[src/ring_buffer_deque_assert.svh]
// Assertion macros for the ring buffer deque.
`ifndef RING_BUFFER_DEQUE_ASSERT_SVH
`define RING_BUFFER_DEQUE_ASSERT_SVH

// Same-cycle implication, disabled during reset.
`define RBD_ASSERT_NOW(label, clk, rst, ante, cons) \
   label: assert property (@(posedge clk) disable iff (rst) (ante) |-> (cons)) \
      else $error("deque assertion failed");

// Next-cycle implication, disabled during reset.
`define RBD_ASSERT_NEXT(label, clk, rst, ante, cons) \
   label: assert property (@(posedge clk) disable iff (rst) (ante) |=> (cons)) \
      else $error("deque assertion failed");

`endif

[src/rbd_pkg.sv]
// Package with sizes, command and status codes and index helpers for the deque.
package rbd_pkg;

   localparam int DEPTH   = 16;
   localparam int IDX_W   = $clog2(DEPTH);
   localparam int DATA_W  = 32;
   localparam int CMD_W   = 3;
   localparam int STAT_W  = 2;
   localparam int COUNT_W = 4;

   localparam logic [CMD_W-1:0] CMD_PUSH_FRONT = 3'd0;
   localparam logic [CMD_W-1:0] CMD_PUSH_BACK  = 3'd1;
   localparam logic [CMD_W-1:0] CMD_POP_FRONT  = 3'd2;
   localparam logic [CMD_W-1:0] CMD_POP_BACK   = 3'd3;
   localparam logic [CMD_W-1:0] CMD_QUERY      = 3'd4;

   localparam logic [STAT_W-1:0] STATUS_OK    = 2'd0;
   localparam logic [STAT_W-1:0] STATUS_FULL  = 2'd1;
   localparam logic [STAT_W-1:0] STATUS_EMPTY = 2'd2;

   localparam logic [IDX_W-1:0] IDX_LAST = IDX_W'(DEPTH - 1);

   typedef logic [IDX_W-1:0] idx_type;

   typedef struct packed {
      logic               wr_en;
      idx_type            wr_addr;
      logic [DATA_W-1:0]  wr_data;
      logic               rd_en;
      idx_type            rd_addr;
   } mem_req_type;

   function automatic idx_type idx_next(input idx_type i);
      return (i == IDX_LAST) ? '0 : i + 1'b1;
   endfunction

   function automatic idx_type idx_prev(input idx_type i);
      return (i == '0) ? IDX_LAST : i - 1'b1;
   endfunction

   function automatic idx_type idx_count(input idx_type head, input idx_type tail);
      logic [IDX_W:0] diff;
      diff = {1'b0, tail} - {1'b0, head};
      if (tail < head) begin
         diff = diff + (IDX_W+1)'(DEPTH);
      end
      return diff[IDX_W-1:0];
   endfunction

endpackage

[src/rbd_store.sv]
// Slot memory of the deque: one write port, one read port, registered read data.
module rbd_store (
   input  logic                        clock,
   input  rbd_pkg::mem_req_type        mem_req,
   output logic [rbd_pkg::DATA_W-1:0]  rd_data
);

   logic [rbd_pkg::DATA_W-1:0] mem [rbd_pkg::DEPTH];

   always_ff @(posedge clock) begin
      if (mem_req.wr_en) begin
         mem[mem_req.wr_addr] <= mem_req.wr_data;
      end
   end

   always_ff @(posedge clock) begin
      if (mem_req.rd_en) begin
         rd_data <= mem[mem_req.rd_addr];
      end
   end

endmodule

[src/ring_buffer_deque.sv]
// Top level of the ring buffer deque: command decode, indices and result register.
//
// Usage:
//   Request channel (req_valid/req_stall, req_cmd, req_data_in) carries one command:
//   push front, push back, pop front, pop back or query. Each command yields exactly
//   one transfer on the response channel (rsp_valid/rsp_stall) with the popped word,
//   status, front and back words, count and the empty and full flags after it.
//   Pushes, queries, refused commands and pops that leave the deque empty show their
//   result in the cycle after acceptance; other pops pass through S_READ and then
//   S_OUT, since the new front or back word is fetched over the slot memory's read port.
//   One command is in flight at a time; req_stall is high until its response has
//   transferred.
//   Front and back words are cached in registers; the memory is written on pushes
//   and read once on a pop that leaves words behind.
//   Reset empties the deque (head and tail to 0) and drops any pending response;
//   slot contents are not cleared and need no clearing pass.
//   While rsp_stall is high the response holds steady and no command is accepted.
module ring_buffer_deque (
   input  logic                               clock,
   input  logic                               reset,
   input  logic                               req_valid,
   output logic                               req_stall,
   input  logic [rbd_pkg::CMD_W-1:0]          req_cmd,
   input  logic signed [rbd_pkg::DATA_W-1:0]  req_data_in,
   output logic                               rsp_valid,
   input  logic                               rsp_stall,
   output logic signed [rbd_pkg::DATA_W-1:0]  rsp_pop_value,
   output logic [rbd_pkg::STAT_W-1:0]         rsp_status,
   output logic signed [rbd_pkg::DATA_W-1:0]  rsp_front_value,
   output logic signed [rbd_pkg::DATA_W-1:0]  rsp_back_value,
   output logic [rbd_pkg::COUNT_W-1:0]        rsp_count,
   output logic                               rsp_is_empty,
   output logic                               rsp_is_full
);

`include "ring_buffer_deque_assert.svh"

   typedef enum logic [2:0] {
      S_IDLE = 3'b001,
      S_READ = 3'b010,
      S_OUT  = 3'b100
   } state_type;

   state_type                   state_ff, state_in;
   rbd_pkg::idx_type            head_ff, head_in;
   rbd_pkg::idx_type            tail_ff, tail_in;
   logic [rbd_pkg::DATA_W-1:0]  front_ff, front_in;
   logic [rbd_pkg::DATA_W-1:0]  back_ff, back_in;
   logic [rbd_pkg::DATA_W-1:0]  pop_ff, pop_in;
   logic [rbd_pkg::STAT_W-1:0]  status_ff, status_in;
   logic                        rd_back_ff, rd_back_in;

   rbd_pkg::mem_req_type        mem_req;
   logic [rbd_pkg::DATA_W-1:0]  rd_data;
   rbd_pkg::idx_type            cnt;
   logic                        empty, full, accept;

   rbd_store u_store (
      .clock   (clock),
      .mem_req (mem_req),
      .rd_data (rd_data)
   );

   assign empty  = (head_ff == tail_ff);
   assign full   = (rbd_pkg::idx_next(tail_ff) == head_ff);
   assign cnt    = rbd_pkg::idx_count(head_ff, tail_ff);
   assign accept = req_valid && !req_stall;

   always_comb begin
      state_in   = state_ff;
      head_in    = head_ff;
      tail_in    = tail_ff;
      front_in   = front_ff;
      back_in    = back_ff;
      pop_in     = pop_ff;
      status_in  = status_ff;
      rd_back_in = rd_back_ff;
      mem_req    = '0;
      case (state_ff)
         S_IDLE: begin
            if (req_valid) begin
               pop_in    = '0;
               status_in = rbd_pkg::STATUS_OK;
               state_in  = S_OUT;
               case (req_cmd)
                  rbd_pkg::CMD_PUSH_FRONT: begin
                     if (empty) begin
                        mem_req.wr_en   = 1'b1;
                        mem_req.wr_addr = tail_ff;
                        mem_req.wr_data = req_data_in;
                        tail_in         = rbd_pkg::idx_next(tail_ff);
                        front_in        = req_data_in;
                        back_in         = req_data_in;
                     end else if (full) begin
                        status_in = rbd_pkg::STATUS_FULL;
                     end else begin
                        head_in         = rbd_pkg::idx_prev(head_ff);
                        mem_req.wr_en   = 1'b1;
                        mem_req.wr_addr = rbd_pkg::idx_prev(head_ff);
                        mem_req.wr_data = req_data_in;
                        front_in        = req_data_in;
                     end
                  end
                  rbd_pkg::CMD_PUSH_BACK: begin
                     if (full) begin
                        status_in = rbd_pkg::STATUS_FULL;
                     end else begin
                        mem_req.wr_en   = 1'b1;
                        mem_req.wr_addr = tail_ff;
                        mem_req.wr_data = req_data_in;
                        tail_in         = rbd_pkg::idx_next(tail_ff);
                        back_in         = req_data_in;
                        if (empty) begin
                           front_in = req_data_in;
                        end
                     end
                  end
                  rbd_pkg::CMD_POP_FRONT: begin
                     if (empty) begin
                        pop_in    = '1;
                        status_in = rbd_pkg::STATUS_EMPTY;
                     end else begin
                        pop_in  = front_ff;
                        head_in = rbd_pkg::idx_next(head_ff);
                        if (rbd_pkg::idx_next(head_ff) != tail_ff) begin
                           mem_req.rd_en   = 1'b1;
                           mem_req.rd_addr = rbd_pkg::idx_next(head_ff);
                           rd_back_in      = 1'b0;
                           state_in        = S_READ;
                        end
                     end
                  end
                  rbd_pkg::CMD_POP_BACK: begin
                     if (empty) begin
                        pop_in    = '1;
                        status_in = rbd_pkg::STATUS_EMPTY;
                     end else begin
                        pop_in  = back_ff;
                        tail_in = rbd_pkg::idx_prev(tail_ff);
                        if (rbd_pkg::idx_prev(tail_ff) != head_ff) begin
                           mem_req.rd_en   = 1'b1;
                           mem_req.rd_addr = rbd_pkg::idx_prev(rbd_pkg::idx_prev(tail_ff));
                           rd_back_in      = 1'b1;
                           state_in        = S_READ;
                        end
                     end
                  end
                  default: begin
                  end
               endcase
            end
         end
         S_READ: begin
            if (rd_back_ff) begin
               back_in = rd_data;
            end else begin
               front_in = rd_data;
            end
            state_in = S_OUT;
         end
         S_OUT: begin
            if (!rsp_stall) begin
               state_in = S_IDLE;
            end
         end
         default: begin
            state_in = S_IDLE;
         end
      endcase
   end

   always_ff @(posedge clock) begin
      if (reset) begin
         state_ff <= S_IDLE;
         head_ff  <= '0;
         tail_ff  <= '0;
      end else begin
         state_ff <= state_in;
         head_ff  <= head_in;
         tail_ff  <= tail_in;
      end
   end

   always_ff @(posedge clock) begin
      front_ff   <= front_in;
      back_ff    <= back_in;
      pop_ff     <= pop_in;
      status_ff  <= status_in;
      rd_back_ff <= rd_back_in;
   end

   assign req_stall       = (state_ff != S_IDLE);
   assign rsp_valid       = (state_ff == S_OUT);
   assign rsp_pop_value   = pop_ff;
   assign rsp_status      = status_ff;
   assign rsp_front_value = empty ? '0 : front_ff;
   assign rsp_back_value  = empty ? '0 : back_ff;
   assign rsp_count       = rbd_pkg::COUNT_W'(cnt);
   assign rsp_is_empty    = empty;
   assign rsp_is_full     = full;

   `RBD_ASSERT_NOW(a_full_refusal, clock, reset,
      rsp_valid && rsp_status == rbd_pkg::STATUS_FULL, rsp_is_full)
   `RBD_ASSERT_NOW(a_empty_refusal, clock, reset,
      rsp_valid && rsp_status == rbd_pkg::STATUS_EMPTY,
      rsp_is_empty && rsp_pop_value == -32'sd1)
   `RBD_ASSERT_NEXT(a_push_back_tail, clock, reset,
      accept && req_cmd == rbd_pkg::CMD_PUSH_BACK && !full,
      tail_ff == rbd_pkg::idx_next($past(tail_ff)) && head_ff == $past(head_ff))

endmodule
[config.mk]
export PLATFORM = sky130hd
export DESIGN_NAME = ring_buffer_deque
export DESIGN_NICKNAME = d
export VERILOG_FILES = /design/src/rbd_pkg.sv /design/src/rbd_store.sv /design/src/ring_buffer_deque.sv
export VERILOG_INCLUDE_DIRS = /design/src /design/src/src
export SDC_FILE = /design/constraint.sdc
export NUM_CORES = 1
export LEC_CHECK = 0
export ABC_CLOCK_PERIOD_IN_PS = 12800
export BUFFER_PORTS_ARGS = -buffer_cell sky130_fd_sc_hd__buf_2
export CORE_ASPECT_RATIO = 1.75
export CORE_UTILIZATION = 65
export CTS_CLUSTER_DIAMETER = 150
export DETAILED_ROUTE_END_ITERATION = 6
export PLACE_DENSITY = 0.84
export SYNTH_ARGS = -nofsm -noshare
export SYNTH_HDL_FRONTEND = slang
export SYNTH_SLANG_ARGS = --single-unit
[constraint.sdc]
create_clock -name clock -period 12.8 [get_ports clock]
set_input_delay 0.64 -clock clock [delete_from_list [all_inputs] [get_ports clock]]
set_output_delay 0.64 -clock clock [all_outputs]
set_load 0.005 [all_outputs]
## Yosys cells after proc, flatten, opt, wreduce, memory -nomap -nowiden

Memories as Yosys holds them, arrays and structs flattened. A register that Yosys moved wholly into a read port is not among the register bits.
Index checks and enable logic that the tools add are counted.

- Memory bits (read-only): 0
- Bits in latches: 0
- Memories kept: 1
- Output and inout bits: 106
- Bits in registers: 110
- Word-level logic and storage cells: 124
- Memory bits (writable): 512

Memories:

| name | depth | width | rd ports | clocked after Yosys merged registers in | write ports | line | text |
|---|---|---|---|---|---|---|---|
| u_store.mem | 16 | 32 | 1 | 1 | 1 | rbd_store.sv:8 | `logic [rbd_pkg::DATA_W-1:0] mem [rbd_pkg::DEPTH];` |

- Div/mod/pow operators: 0
- Order comparisons: 1
- Reduce and logical (&&, ||, !) cells: 16
- Muxes and demuxes: 61
- $mul: 0
- $add $sub $neg: 7
- Eq/ne operators: 30
- Shift operators: 0
- Bitwise logic cells: 0

Operators by type and width:

| cell | number |
|---|---|
| 2-to-1 mux 32 bit | 12 |
| one-hot mux 32 bit (2 select lines) | 5 |
| 2-to-1 mux 37 bit | 3 |
| 2-to-1 mux 42 bit | 2 |
| one-hot mux 37 bit (2 select lines) | 1 |
| 2-to-1 mux 4 bit | 12 |
| inequality test 2 bit (second input constant) | 12 |
| 2-to-1 mux 5 bit | 4 |
| 2-to-1 mux 3 bit | 6 |
| AND reduction 6 bit | 3 |
| AND reduction 7 bit | 2 |
| adder 4 x 1 -> 4 bit (second input constant) | 3 |
| zero test 4 bit | 3 |
| one-hot mux 4 bit (3 select lines) | 1 |
| subtractor 4 x 1 -> 4 bit (second input constant) | 3 |
| one-hot mux 5 bit (2 select lines) | 1 |
| == test 3 x 2 -> 1 bit (second input constant) | 3 |
| inequality test 3 bit (second input constant) | 3 |
| one-hot mux 3 bit (3 select lines) | 1 |
| == test 4 bit | 2 |
| == test 4 bit (second input constant) | 2 |
| 2-to-1 mux 1 bit | 8 |
| inequality test 4 bit | 2 |
| one-hot mux 4 bit (2 select lines) | 1 |
| other kinds (15) | 20 |

## Longest topological paths before layout

Gate-level depths: netlist of run 1.

- Depth in word-level cells: 11
- Gate-level depth with buffers: 16
- Depth with buffers taken out: 12

## Modules after synthesis

A second synthesis of run 1 with hierarchy kept.

- Cells, all modules: 1,360
- Area, all modules: 26,294.0 µm²

Modules (own cells, without submodules):

| module | cells each | area each (µm²) | instances | seq. area each (µm²) |
|---|---|---|---|---|
| rbd_store | 838 | 20,155.6 | 1 | 16,335.7 |
| ring_buffer_deque | 522 | 6,138.4 | 1 | 3,193.1 |

## Least setup slack after synthesis of run 1

Ideal clock, no wire load.

- Path kind: reg2reg
- Start: register head_ff[2]
- End: memory u_store.mem[6][0] (netlist name), enable pin
- Stages on the path, launching flop included: 12
- Data required time: 12,379 ps
- Period minus slack after synthesis: 4,172 ps
- Arrival: 3,751 ps
- Path slack: 8,628 ps
- Buffers on the path: 1
- Path through: dfxtp_1 -> buf_2 -> inv_1 -> ha_1 -> nand3_1 -> or2_2 -> inv_1 -> nor2_1 -> a21oi_1 -> a22oi_1 -> or3_1 -> nor2_1

- Elaborated cells on any way between the ends: 13
- Classes of those cells: 1 x add/sub; 2 x eq/ne; 9 x mux; 1 x reduce/logical

RTL lines:

| item | line | text |
|---|---|---|
| start: declaration | ring_buffer_deque.sv:45 | `rbd_pkg::idx_type head_ff, head_in;` |
| start signal: assignment | ring_buffer_deque.sv:179 | `head_ff <= head_in;` |
| == test 4 bit (*) | ring_buffer_deque.sv:64 | `assign empty = (head_ff == tail_ff);` |
| net rsp_is_empty | ring_buffer_deque.sv:32 | `output logic rsp_is_empty,` |
| 2-to-1 mux 37 bit (*) | ring_buffer_deque.sv:87 | `if (empty) begin` |
| one-hot mux 37 bit (2 select lines) (*) | ring_buffer_deque.sv:85 | `case (req_cmd)` |
| 2-to-1 mux 42 bit (*) | ring_buffer_deque.sv:81 | `if (req_valid) begin` |
| 2-to-1 mux 42 bit (*) | ring_buffer_deque.sv:79 | `case (state_ff)` |
| 2-to-1 mux 1 bit | rbd_store.sv:11 | `if (mem_req.wr_en) begin` |
| 2-to-1 mux 1 bit (implied by the code) | rbd_store.sv:12 | `mem[mem_req.wr_addr] <= mem_req.wr_data;` |
| end: declaration | rbd_store.sv:8 |  |

The timed path passes the listed nets; every way through them passes the cells marked *.

## Worst setup path after layout of run 1

- Start: register tail_ff[0]
- End: register u_store.rd_data[17] (netlist name), read port of u_store.mem (data pin)

- Cells in the longest elaborated chain, start to end: 9
- Elaborated cells on any way between the ends: 16
- Classes of those cells: 2 x add/sub; 3 x eq/ne; 9 x mux; 2 x reduce/logical

Ends and longest elaborated chain:

| item | line | text |
|---|---|---|
| start: declaration | ring_buffer_deque.sv:46 | `rbd_pkg::idx_type tail_ff, tail_in;` |
| start signal: assignment | ring_buffer_deque.sv:180 | `tail_ff <= tail_in;` |
| subtractor 4 x 1 -> 4 bit / zero test 4 bit (equally long branches) | rbd_pkg.sv:38 | `return (i == '0) ? IDX_LAST : i - 1'b1;` |
| 2-to-1 mux 4 bit | rbd_pkg.sv:38 |  |
| subtractor 4 x 1 -> 4 bit / zero test 4 bit (equally long branches) | rbd_pkg.sv:38 |  |
| 2-to-1 mux 4 bit | rbd_pkg.sv:38 |  |
| 2-to-1 mux 5 bit | ring_buffer_deque.sv:140 | `if (rbd_pkg::idx_prev(tail_ff) != head_ff) begin` |
| 2-to-1 mux 5 bit | ring_buffer_deque.sv:134 | `if (empty) begin` |
| one-hot mux 5 bit (2 select lines) (*) | ring_buffer_deque.sv:85 |  |
| 2-to-1 mux 42 bit (*) | ring_buffer_deque.sv:81 |  |
| 2-to-1 mux 42 bit (*) | ring_buffer_deque.sv:79 |  |
| end: declaration | rbd_store.sv:5 | `output logic [rbd_pkg::DATA_W-1:0] rd_data` |

Mark *: on every way between the ends. The rest lies on a longest branch, timed or not.
A chain may end at the register's enable or synchronous reset.

==> metrics.txt, run 1 <==
# TYPE chip_impl_metric gauge
chip_impl_metric{name="place.detailed.hpwl",unit="um"} 39400
chip_impl_metric{name="setup_tns",unit="ps"} 0
chip_impl_metric{name="grt_usage",unit="%"} 34.6
chip_impl_metric{name="cts-htree-levels",unit=""} 2
chip_impl_metric{name="globalRoute.totalOverflow",unit=""} 0
chip_impl_info{name="setup.worst_path.start_class",value="flop"} 1
chip_impl_metric{name="synth-edff-count",unit=""} 643
chip_impl_metric{name="post_layout_net_count",unit=""} 2203
chip_impl_info{name="top_usage_layer",value="met2"} 1
chip_impl_metric{name="clock_skew",unit="ps"} 18.3
chip_impl_metric{name="required_time_worst_endpoint",unit="ps"} 13130
chip_impl_metric{name="cp_data_arrival_time",unit="ps"} 6540
chip_impl_metric{name="routedWlPerCell",unit="um"} 26.7
chip_impl_info{name="grt_setup_unrepaired",value="false"} 1
chip_impl_metric{name="grt.met1_usage",unit="%"} 41.1
chip_impl_metric{name="global_routing_usage_on_met2",unit="%"} 57.6
chip_impl_metric{name="placedInstanceArea",unit="um^2"} 28700
chip_impl_metric{name="maxCapViolations",unit=""} 0
chip_impl_metric{name="clk_pin_slew_worst_paths",unit="ps"} 70
chip_impl_metric{name="vias",unit=""} 18600
chip_impl_metric{name="first_iter_violations",unit=""} 2523
chip_impl_metric{name="clock-sinks",unit=""} 654
chip_impl_metric{name="utilization_after_layout",unit="%"} 72.9
chip_impl_metric{name="first_global_vias",unit=""} 18400
chip_impl_info{name="crit_path_cell_trace",value="inv_1, ha_1, nand3_1, or2_2, buf_4, inv_1, nor2_1, o211ai_1, a21oi_4, buf_4, buf_4, o21ai_0, and3_1, or4_1"} 1
chip_impl_metric{name="cts.repair.resized",unit=""} 0
chip_impl_info{name="crit_path_frequent_cell",value="sky130_fd_sc_hd__buf_4"} 1
chip_impl_metric{name="drt.antenna.violating_nets",unit=""} 0
chip_impl_metric{name="detailedRoute.firstPassIterationCount",unit=""} 5
chip_impl_metric{name="antenna_found_initial",unit=""} 1
chip_impl_metric{name="critPathMaxStageDelay",unit="ps"} 960
chip_impl_metric{name="report.final.hold_viol_count",unit=""} 0
chip_impl_metric{name="die_x_extent",unit="um"} 157
chip_impl_metric{name="grt_pass1_wl",unit="um"} 108000
chip_impl_metric{name="whs",unit="ps"} 388
chip_impl_metric{name="largest_net_degree_at_the_start_of_global_routing",unit=""} 102
chip_impl_metric{name="post-cts-setup-buffers",unit=""} 0
chip_impl_metric{name="clock_path_buffers",unit=""} 3
chip_impl_metric{name="total_leakage_power",unit="nW"} 10.6
chip_impl_info{name="end_kind",value="flop"} 1
chip_impl_metric{name="detailedPlace.worstSlack",unit="ps"} 6860
chip_impl_metric{name="finalInstanceArea",unit="um^2"} 30300
chip_impl_info{name="synthFlopType",value="sky130_fd_sc_hd__edfxtp_1"} 1
chip_impl_info{name="cts_tree",value="yes"} 1
chip_impl_metric{name="synth.top_cell.area_share",unit="%"} 70.6
chip_impl_metric{name="syn_to_final_growth",unit="%"} 11.0
chip_impl_metric{name="syn_area_per_cell",unit="um^2"} 13.3
chip_impl_metric{name="critical_path.max_fanout",unit=""} 101
chip_impl_info{name="setup.worst_path.class",value="reg2reg"} 1
chip_impl_metric{name="post-route-min-period",unit="ps"} 6210
chip_impl_metric{name="post_synth_inst_count",unit=""} 2060
chip_impl_info{name="timing.hold.worst.class",value="in2reg"} 1
chip_impl_metric{name="seq_area_frac_synth",unit="%"} 71.4
chip_impl_metric{name="post_route_cells_drive_above_1_share",unit="%"} 15.0
chip_impl_info{name="status",value="finished clean"} 1
chip_impl_metric{name="fmax",unit="MHz"} 161
chip_impl_metric{name="synth-warning-count",unit=""} 0
chip_impl_metric{name="placement.io_buffers",unit=""} 144
chip_impl_metric{name="timing_worst_slew_pin_value",unit="ps"} 1280
chip_impl_metric{name="synth_fp_nets",unit=""} 2111
chip_impl_metric{name="finalWirelength",unit="um"} 73400
chip_impl_metric{name="finalSetupViolations",unit=""} 0
chip_impl_metric{name="worst_ir_drop_vdd",unit="mV"} 0.0998
chip_impl_metric{name="slew_violations",unit=""} 0
chip_impl_metric{name="ys_seq_elements",unit=""} 654
chip_impl_metric{name="cellPowerDensity",unit="nW/um^2"} 141
chip_impl_info{name="yosysMostFrequentCell",value="sky130_fd_sc_hd__edfxtp_1"} 1
chip_impl_info{name="yosys-top-cells-area",value="sky130_fd_sc_hd__edfxtp_1, sky130_fd_sc_hd__nand2_1, sky130_fd_sc_hd__o21ai_0, sky130_fd_sc_hd__and2_1, sky130_fd_sc_hd__a21oi_1"} 1
chip_impl_metric{name="fp.coreArea",unit="um^2"} 41600
chip_impl_metric{name="top_level_ports",unit=""} 145
chip_impl_metric{name="global_routing_met3_resource_utilization",unit="%"} 6.14
chip_impl_metric{name="routed_via_density",unit=""} 6.78
chip_impl_metric{name="std_cell_rows",unit=""} 99
chip_impl_metric{name="cts-buffers-inserted",unit=""} 51
chip_impl_metric{name="clock_insertion_delay_worst_skew",unit="ps"} 610
chip_impl_metric{name="final.period_utilization",unit="%"} 48.5
chip_impl_info{name="root_buffer",value="sky130_fd_sc_hd__clkbuf_16"} 1
chip_impl_metric{name="place_congestion",unit=""} 0.893
chip_impl_metric{name="die_h",unit="um"} 273
chip_impl_info{name="cell_taking_the_most_area_after_synthesis",value="sky130_fd_sc_hd__edfxtp_1"} 1
chip_impl_metric{name="synth.distinct_cells",unit=""} 70
chip_impl_info{name="netlist_top_cells_count",value="sky130_fd_sc_hd__edfxtp_1, sky130_fd_sc_hd__nand2_1, sky130_fd_sc_hd__nor2_1"} 1
chip_impl_metric{name="setup_ws",unit="ps"} 6590
chip_impl_metric{name="number_of_buffers_added_to_fix_hold_violations_after_cts",unit=""} 0
chip_impl_metric{name="initial_core_util",unit="%"} 65.7
chip_impl_metric{name="fp.dieArea",unit="um^2"} 42900
chip_impl_metric{name="fraction_of_registers_with_async_set_or_reset_after_synthesis",unit="%"} 0
chip_impl_metric{name="max-slew-margin-rel",unit="%"} 13.6
chip_impl_metric{name="synth.cell_area",unit="um^2"} 27300
chip_impl_metric{name="drt_drc_violations_left",unit=""} 0
chip_impl_info{name="worst_path_max_delay_cell",value="sky130_fd_sc_hd__buf_4"} 1
[worst max-delay path, delay by kind of cell, from the launching register on]
| family | cells | cell delay (ps) |
|---|---|---|
| buffers and inverters | 5 | 2810 |
| and+or+nand+nor | 5 | 1220 |
| DFF | 1 | 730 |
| AOI/OAI and AO/OA | 3 | 710 |
| adders and majority gates | 1 | 360 |
[layout by cell type, fill, tap and decap left out, types with 4 or more instances in the layout]
cell type                   netlist  final
sky130_fd_sc_hd__a211oi_1         7      7
sky130_fd_sc_hd__a21o_1           4      4
sky130_fd_sc_hd__a21oi_1        118    115
sky130_fd_sc_hd__a21oi_4          1      5
sky130_fd_sc_hd__a221o_1         19     19
sky130_fd_sc_hd__a221oi_1        17     17
sky130_fd_sc_hd__a22oi_1         14     14
sky130_fd_sc_hd__a31oi_1         28     28
sky130_fd_sc_hd__and2_1          99     99
sky130_fd_sc_hd__buf_2           40    144
sky130_fd_sc_hd__buf_4            3     38
sky130_fd_sc_hd__bufinv_16        0      7
sky130_fd_sc_hd__clkbuf_1        81     13
sky130_fd_sc_hd__clkbuf_16        0     52
sky130_fd_sc_hd__clkinv_1         0     12
sky130_fd_sc_hd__clkinv_2         0      8
sky130_fd_sc_hd__dfxtp_1         11     11
sky130_fd_sc_hd__edfxtp_1       643    643
sky130_fd_sc_hd__ha_1            11     11
sky130_fd_sc_hd__inv_1           14     14
sky130_fd_sc_hd__mux2_2          32     32
sky130_fd_sc_hd__mux2i_1         56     56
sky130_fd_sc_hd__nand2_1        234    232
sky130_fd_sc_hd__nand3_1        116    115
sky130_fd_sc_hd__nand4_1          5      5
sky130_fd_sc_hd__nor2_1         134    113
sky130_fd_sc_hd__nor2_4           0     19
sky130_fd_sc_hd__nor3_1          91     91
sky130_fd_sc_hd__nor4_1           4      4
sky130_fd_sc_hd__o2111ai_1        7      7
sky130_fd_sc_hd__o211ai_1         7      7
sky130_fd_sc_hd__o21ai_0        127    127
sky130_fd_sc_hd__or2_2            4      4
sky130_fd_sc_hd__or3_1           47     47
sky130_fd_sc_hd__xnor2_1         13     13
sky130_fd_sc_hd__xor2_1           4      4
[final timing paths]
path | start | cells past startpoint | endpoint | slack [ps]
setup / recovery | tail_ff[0]$_SDFFE_PP0P_ | 14 | u_store.rd_data[17]$_DFFE_PP_ | 6590
setup reg to reg | tail_ff[0]$_SDFFE_PP0P_ | 14 | u_store.rd_data[17]$_DFFE_PP_ | 6590
hold / removal | req_data_in[23] | 2 | back_ff[23]$_DFFE_PP_ | 390
hold reg to reg | u_store.rd_data[23]$_DFFE_PP_ | 1 | back_ff[23]$_DFFE_PP_ | 580
[flip-flops by register name (all words and copies together) (netlist names)]
| name | flops |
|---|---|
| u_store.mem | 512 |
| back_ff | 32 |
| front_ff | 32 |
| rsp_pop_value | 32 |
| u_store.rd_data | 32 |
| head_ff | 4 |
| tail_ff | 4 |
| state_ff | 3 |
| rsp_status | 2 |
| rd_back_ff | 1 |
[cell families after synthesis]
group	share of synthesized area, %
AO/OA/AOI/OAI	8.49
multiplexers	3.37
adder cells (fa/ha/maj)	0.613
XOR/XNOR	0.632
buffers and inverters	2.45
AND/OR/NAND/NOR	13.0
flip-flops	71.4
[power breakdown]
part	internal, mW	leakage [nW]	switching (mW)	total (mW)
Clock	0.890	0.821	0.729	1.62
Combinational	0.0982	3.43	0.188	0.286
Sequential	2.37	6.33	0.0130	2.39
[stage by stage]
step           power (mW)  cells
2_1_floorplan        2.60   2060
3_3_place_gp         2.70   2654
3_5_place_dp         2.71   2654
4_1_cts              4.28   2748
5_1_grt              4.39   2749
6_report             4.29   2749
[routing by layer]
metal | up-vias | wire (um)
met5 | - | 0
li1 | 7871 | -
met3 | 357 | 8160
met4 | 0 | 5190
met2 | 1502 | 36300
met1 | 8896 | 23800
[layout make-up]
class | instances | area, um^2
Clock buffer | 65 | 1350
Sequential cell | 654 | 19500
Fill cell | 2522 | 11300
Multi-Input combinational cell | 1248 | 7380
Inverter | 15 | 56.3
Antenna cell | 1 | 2.50
Timing Repair Buffer | 182 | 1010
Tap cell | 555 | 694
Clock inverter | 29 | 334
(Power assumes the default switching activity.)
==> run 2, diff against run 1 <==
Settings changed: ABC_CLOCK_PERIOD_IN_PS 12800 to 6220, CORE_UTILIZATION 65 to 61, PLACE_DENSITY 0.84 to 0.8.
Clock period 12.8 ns to 6.22 ns, I/O delays scaled along.
==> run 2 against run 1 <==
Against the previous run:
- the run now ends with design-rule violations left
- design area up 0.21%
- total power up 100%
- largest cell class unchanged
- clock power up 100%
- clock skew about the same
- sequential cell count unchanged
- die area up 6.5%
==> metrics.txt, run 2 (same netlist as run 1, synthesis figures left out) <==
# TYPE chip_impl_metric gauge
chip_impl_metric{name="place.detailed.hpwl",unit="um"} 42100
chip_impl_metric{name="timing_worst_slew_pin_value",unit="ps"} 1180
chip_impl_metric{name="p_seq_share",unit="%"} 56.2
chip_impl_metric{name="swShare",unit="%"} 21.4
chip_impl_info{name="setup.worst_path.class",value="reg2reg"} 1
chip_impl_metric{name="clock_insertion_delay_worst_skew",unit="ps"} 600
chip_impl_metric{name="slew_violations",unit=""} 0
chip_impl_metric{name="total_leakage_power",unit="nW"} 10.6
chip_impl_metric{name="finalSetupViolations",unit=""} 0
chip_impl_metric{name="clock_skew",unit="ps"} 17.8
chip_impl_metric{name="total_switching_power",unit="mW"} 1.87
chip_impl_metric{name="initial_core_util",unit="%"} 61.7
chip_impl_metric{name="clock-sinks",unit=""} 654
chip_impl_metric{name="critPathMaxStageDelay",unit="ps"} 840
chip_impl_metric{name="post_route_cells_drive_above_1_share",unit="%"} 15.4
chip_impl_metric{name="die_x_extent",unit="um"} 162
chip_impl_metric{name="filler_instances",unit=""} 2895
chip_impl_metric{name="detailedRoute.firstPassIterationCount",unit=""} 7
chip_impl_metric{name="drt.antenna.violating_nets",unit=""} 0
chip_impl_metric{name="routedWlPerCell",unit="um"} 25.2
chip_impl_metric{name="multi_input_comb_area",unit="um^2"} 7360
chip_impl_metric{name="cellPowerDensity",unit="nW/um^2"} 287
chip_impl_metric{name="post_layout_net_count",unit=""} 2211
chip_impl_metric{name="worst_ir_drop_vdd",unit="mV"} 0.184
chip_impl_metric{name="cts-buffers-inserted",unit=""} 51
chip_impl_metric{name="fmax",unit="MHz"} 197
chip_impl_metric{name="max-slew-margin-rel",unit="%"} 20.9
chip_impl_metric{name="grt_usage",unit="%"} 30.8
chip_impl_info{name="status",value="finished, violations left"} 1
chip_impl_metric{name="critical_path.max_fanout",unit=""} 20
chip_impl_info{name="root_buffer",value="sky130_fd_sc_hd__clkbuf_16"} 1
chip_impl_metric{name="cp_data_arrival_time",unit="ps"} 5340
chip_impl_info{name="failing_checks",value="design-rule violations"} 1
chip_impl_info{name="timing.hold.worst.class",value="in2reg"} 1
chip_impl_metric{name="routed_via_density",unit=""} 6.56
chip_impl_metric{name="clk_pin_slew_worst_paths",unit="ps"} 70
chip_impl_metric{name="first_iter_violations",unit=""} 2358
chip_impl_info{name="grt_setup_unrepaired",value="false"} 1
chip_impl_metric{name="number_of_buffers_added_to_fix_hold_violations_after_cts",unit=""} 0
chip_impl_info{name="worst_path_max_delay_cell",value="sky130_fd_sc_hd__nor2_4"} 1
chip_impl_metric{name="antenna_found_initial",unit=""} 1
chip_impl_metric{name="globalRoute.totalOverflow",unit=""} 0
chip_impl_metric{name="place_congestion",unit=""} 0.891
chip_impl_metric{name="fp.dieArea",unit="um^2"} 45700
chip_impl_metric{name="whs",unit="ps"} 56.6
chip_impl_metric{name="cts.repair.resized",unit=""} 0
chip_impl_metric{name="antennaDiodeCount",unit=""} 0
chip_impl_metric{name="grt_pass1_wl",unit="um"} 104000
chip_impl_metric{name="clock_path_buffers",unit=""} 3
chip_impl_metric{name="maxCapViolations",unit=""} 0
chip_impl_metric{name="drt_drc_violations_left",unit=""} 7
chip_impl_metric{name="register_area",unit="um^2"} 19500
chip_impl_metric{name="final.period_utilization",unit="%"} 81.7
chip_impl_metric{name="fp.coreArea",unit="um^2"} 44300
chip_impl_metric{name="internal_power",unit="mW"} 6.86
chip_impl_metric{name="utilization_after_layout",unit="%"} 68.7
chip_impl_info{name="setup.worst_path.start_class",value="flop"} 1
chip_impl_metric{name="syn_to_final_growth",unit="%"} 11.3
chip_impl_metric{name="setup_tns",unit="ps"} 0
chip_impl_metric{name="die_h",unit="um"} 282
chip_impl_metric{name="finalWirelength",unit="um"} 69800
chip_impl_metric{name="report.final.hold_viol_count",unit=""} 0
chip_impl_metric{name="share_clk_of_total_power",unit="%"} 37.1
chip_impl_metric{name="first_global_vias",unit=""} 17900
chip_impl_metric{name="pwr-share-comb",unit="%"} 6.6
chip_impl_metric{name="top_level_ports",unit=""} 145
chip_impl_metric{name="required_time_worst_endpoint",unit="ps"} 6480
chip_impl_metric{name="vias",unit=""} 18200
chip_impl_metric{name="largest_register_ffs",unit=""} 512
chip_impl_metric{name="post-route-min-period",unit="ps"} 5080
chip_impl_info{name="cts_tree",value="yes"} 1
chip_impl_metric{name="largest_net_degree_at_the_start_of_global_routing",unit=""} 103
chip_impl_info{name="register_bank_with_the_most_flops",value="u_store.mem"} 1
chip_impl_metric{name="std_cell_rows",unit=""} 102
chip_impl_info{name="mostFrequentLayoutCells",value="sky130_fd_sc_hd__edfxtp_1, sky130_fd_sc_hd__nand2_1, sky130_fd_sc_hd__buf_2, sky130_fd_sc_hd__o21ai_0, sky130_fd_sc_hd__nand3_1"} 1
chip_impl_metric{name="post-cts-setup-buffers",unit=""} 0
chip_impl_info{name="crit_path_cell_trace",value="ha_1, a21oi_1, o21a_1, o21ai_0, a21o_1, nor2_1, nor2_2, nand3_1, nor2_4, buf_4"} 1
chip_impl_metric{name="placement.io_buffers",unit=""} 144
chip_impl_info{name="end_kind",value="flop"} 1
chip_impl_info{name="most_common_cell_after_layout_fill_and_taps_aside",value="sky130_fd_sc_hd__edfxtp_1"} 1
chip_impl_metric{name="total_power",unit="mW"} 8.73
chip_impl_metric{name="cts-htree-levels",unit=""} 2
-- run 2: cell count changes in the layout (fill, tap and decap cells not counted), sizes merged --
cell and change:
buf +8, clkinv -6, clkbuf +5, bufinv -3, clkinvlp +2, diode -1, inv +1
-- run 2: power by group through the flow --
stage          Combinational (mW)  Sequential (mW)  Clock [mW]
2_1_floorplan               0.347             5.00           0
3_5_place_dp                0.578             5.01           0
6_report                    0.580             4.91        3.24
4_1_cts                     0.580             4.91        3.25
3_3_place_gp                0.565             5.00           0
5_1_grt                     0.634             4.91        3.41
-- run 2: per-layer routing --
layer,GRT usage [%],share of wire (%)
met5,0,0
met2,53.0,50
met1,37.5,34
met4,16.9,5.5
met3,4.44,9.6
-- run 2: path summary, 6_finish.rpt --
path | from | to | slack, ps | cells after the start
max reg2reg | tail_ff[0]$_SDFFE_PP0P_ | u_store.mem[15][3]$_DFFE_PP_ | 1140 | 10
max | tail_ff[0]$_SDFFE_PP0P_ | u_store.mem[15][3]$_DFFE_PP_ | 1140 | 10
min | req_data_in[29] | front_ff[29]$_DFFE_PP_ | 60 | 2
min reg2reg | u_store.rd_data[26]$_DFFE_PP_ | back_ff[26]$_DFFE_PP_ | 580 | 1
-- run 2: metrics by stage --
step,setup WS (ps),area [um^2],std cells
after floorplan,2050,27300,2060
after global placement,1380,28800,2679
after detailed placement,1300,28800,2679
after CTS,1240,30400,2772
after global routing,897,30400,2772
final,1140,30400,2772
-- run 2: cell type report --
class,count,share of cell area (%)
Tap cell,572,2.35
Clock inverter,23,0.741
Timing Repair Buffer,190,3.63
Inverter,15,0.185
Multi-Input combinational cell,1248,24.2
Clock buffer,70,4.67
Sequential cell,654,64.2
-- run 2: worst max-delay path, delay by kind of cell, from the launching register on --
kind | cells | cell delay [ps]
flops | 1 | 700
compound gates | 4 | 860
simple gates | 4 | 2340
buf+inv | 1 | 400
fa+ha+maj | 1 | 410
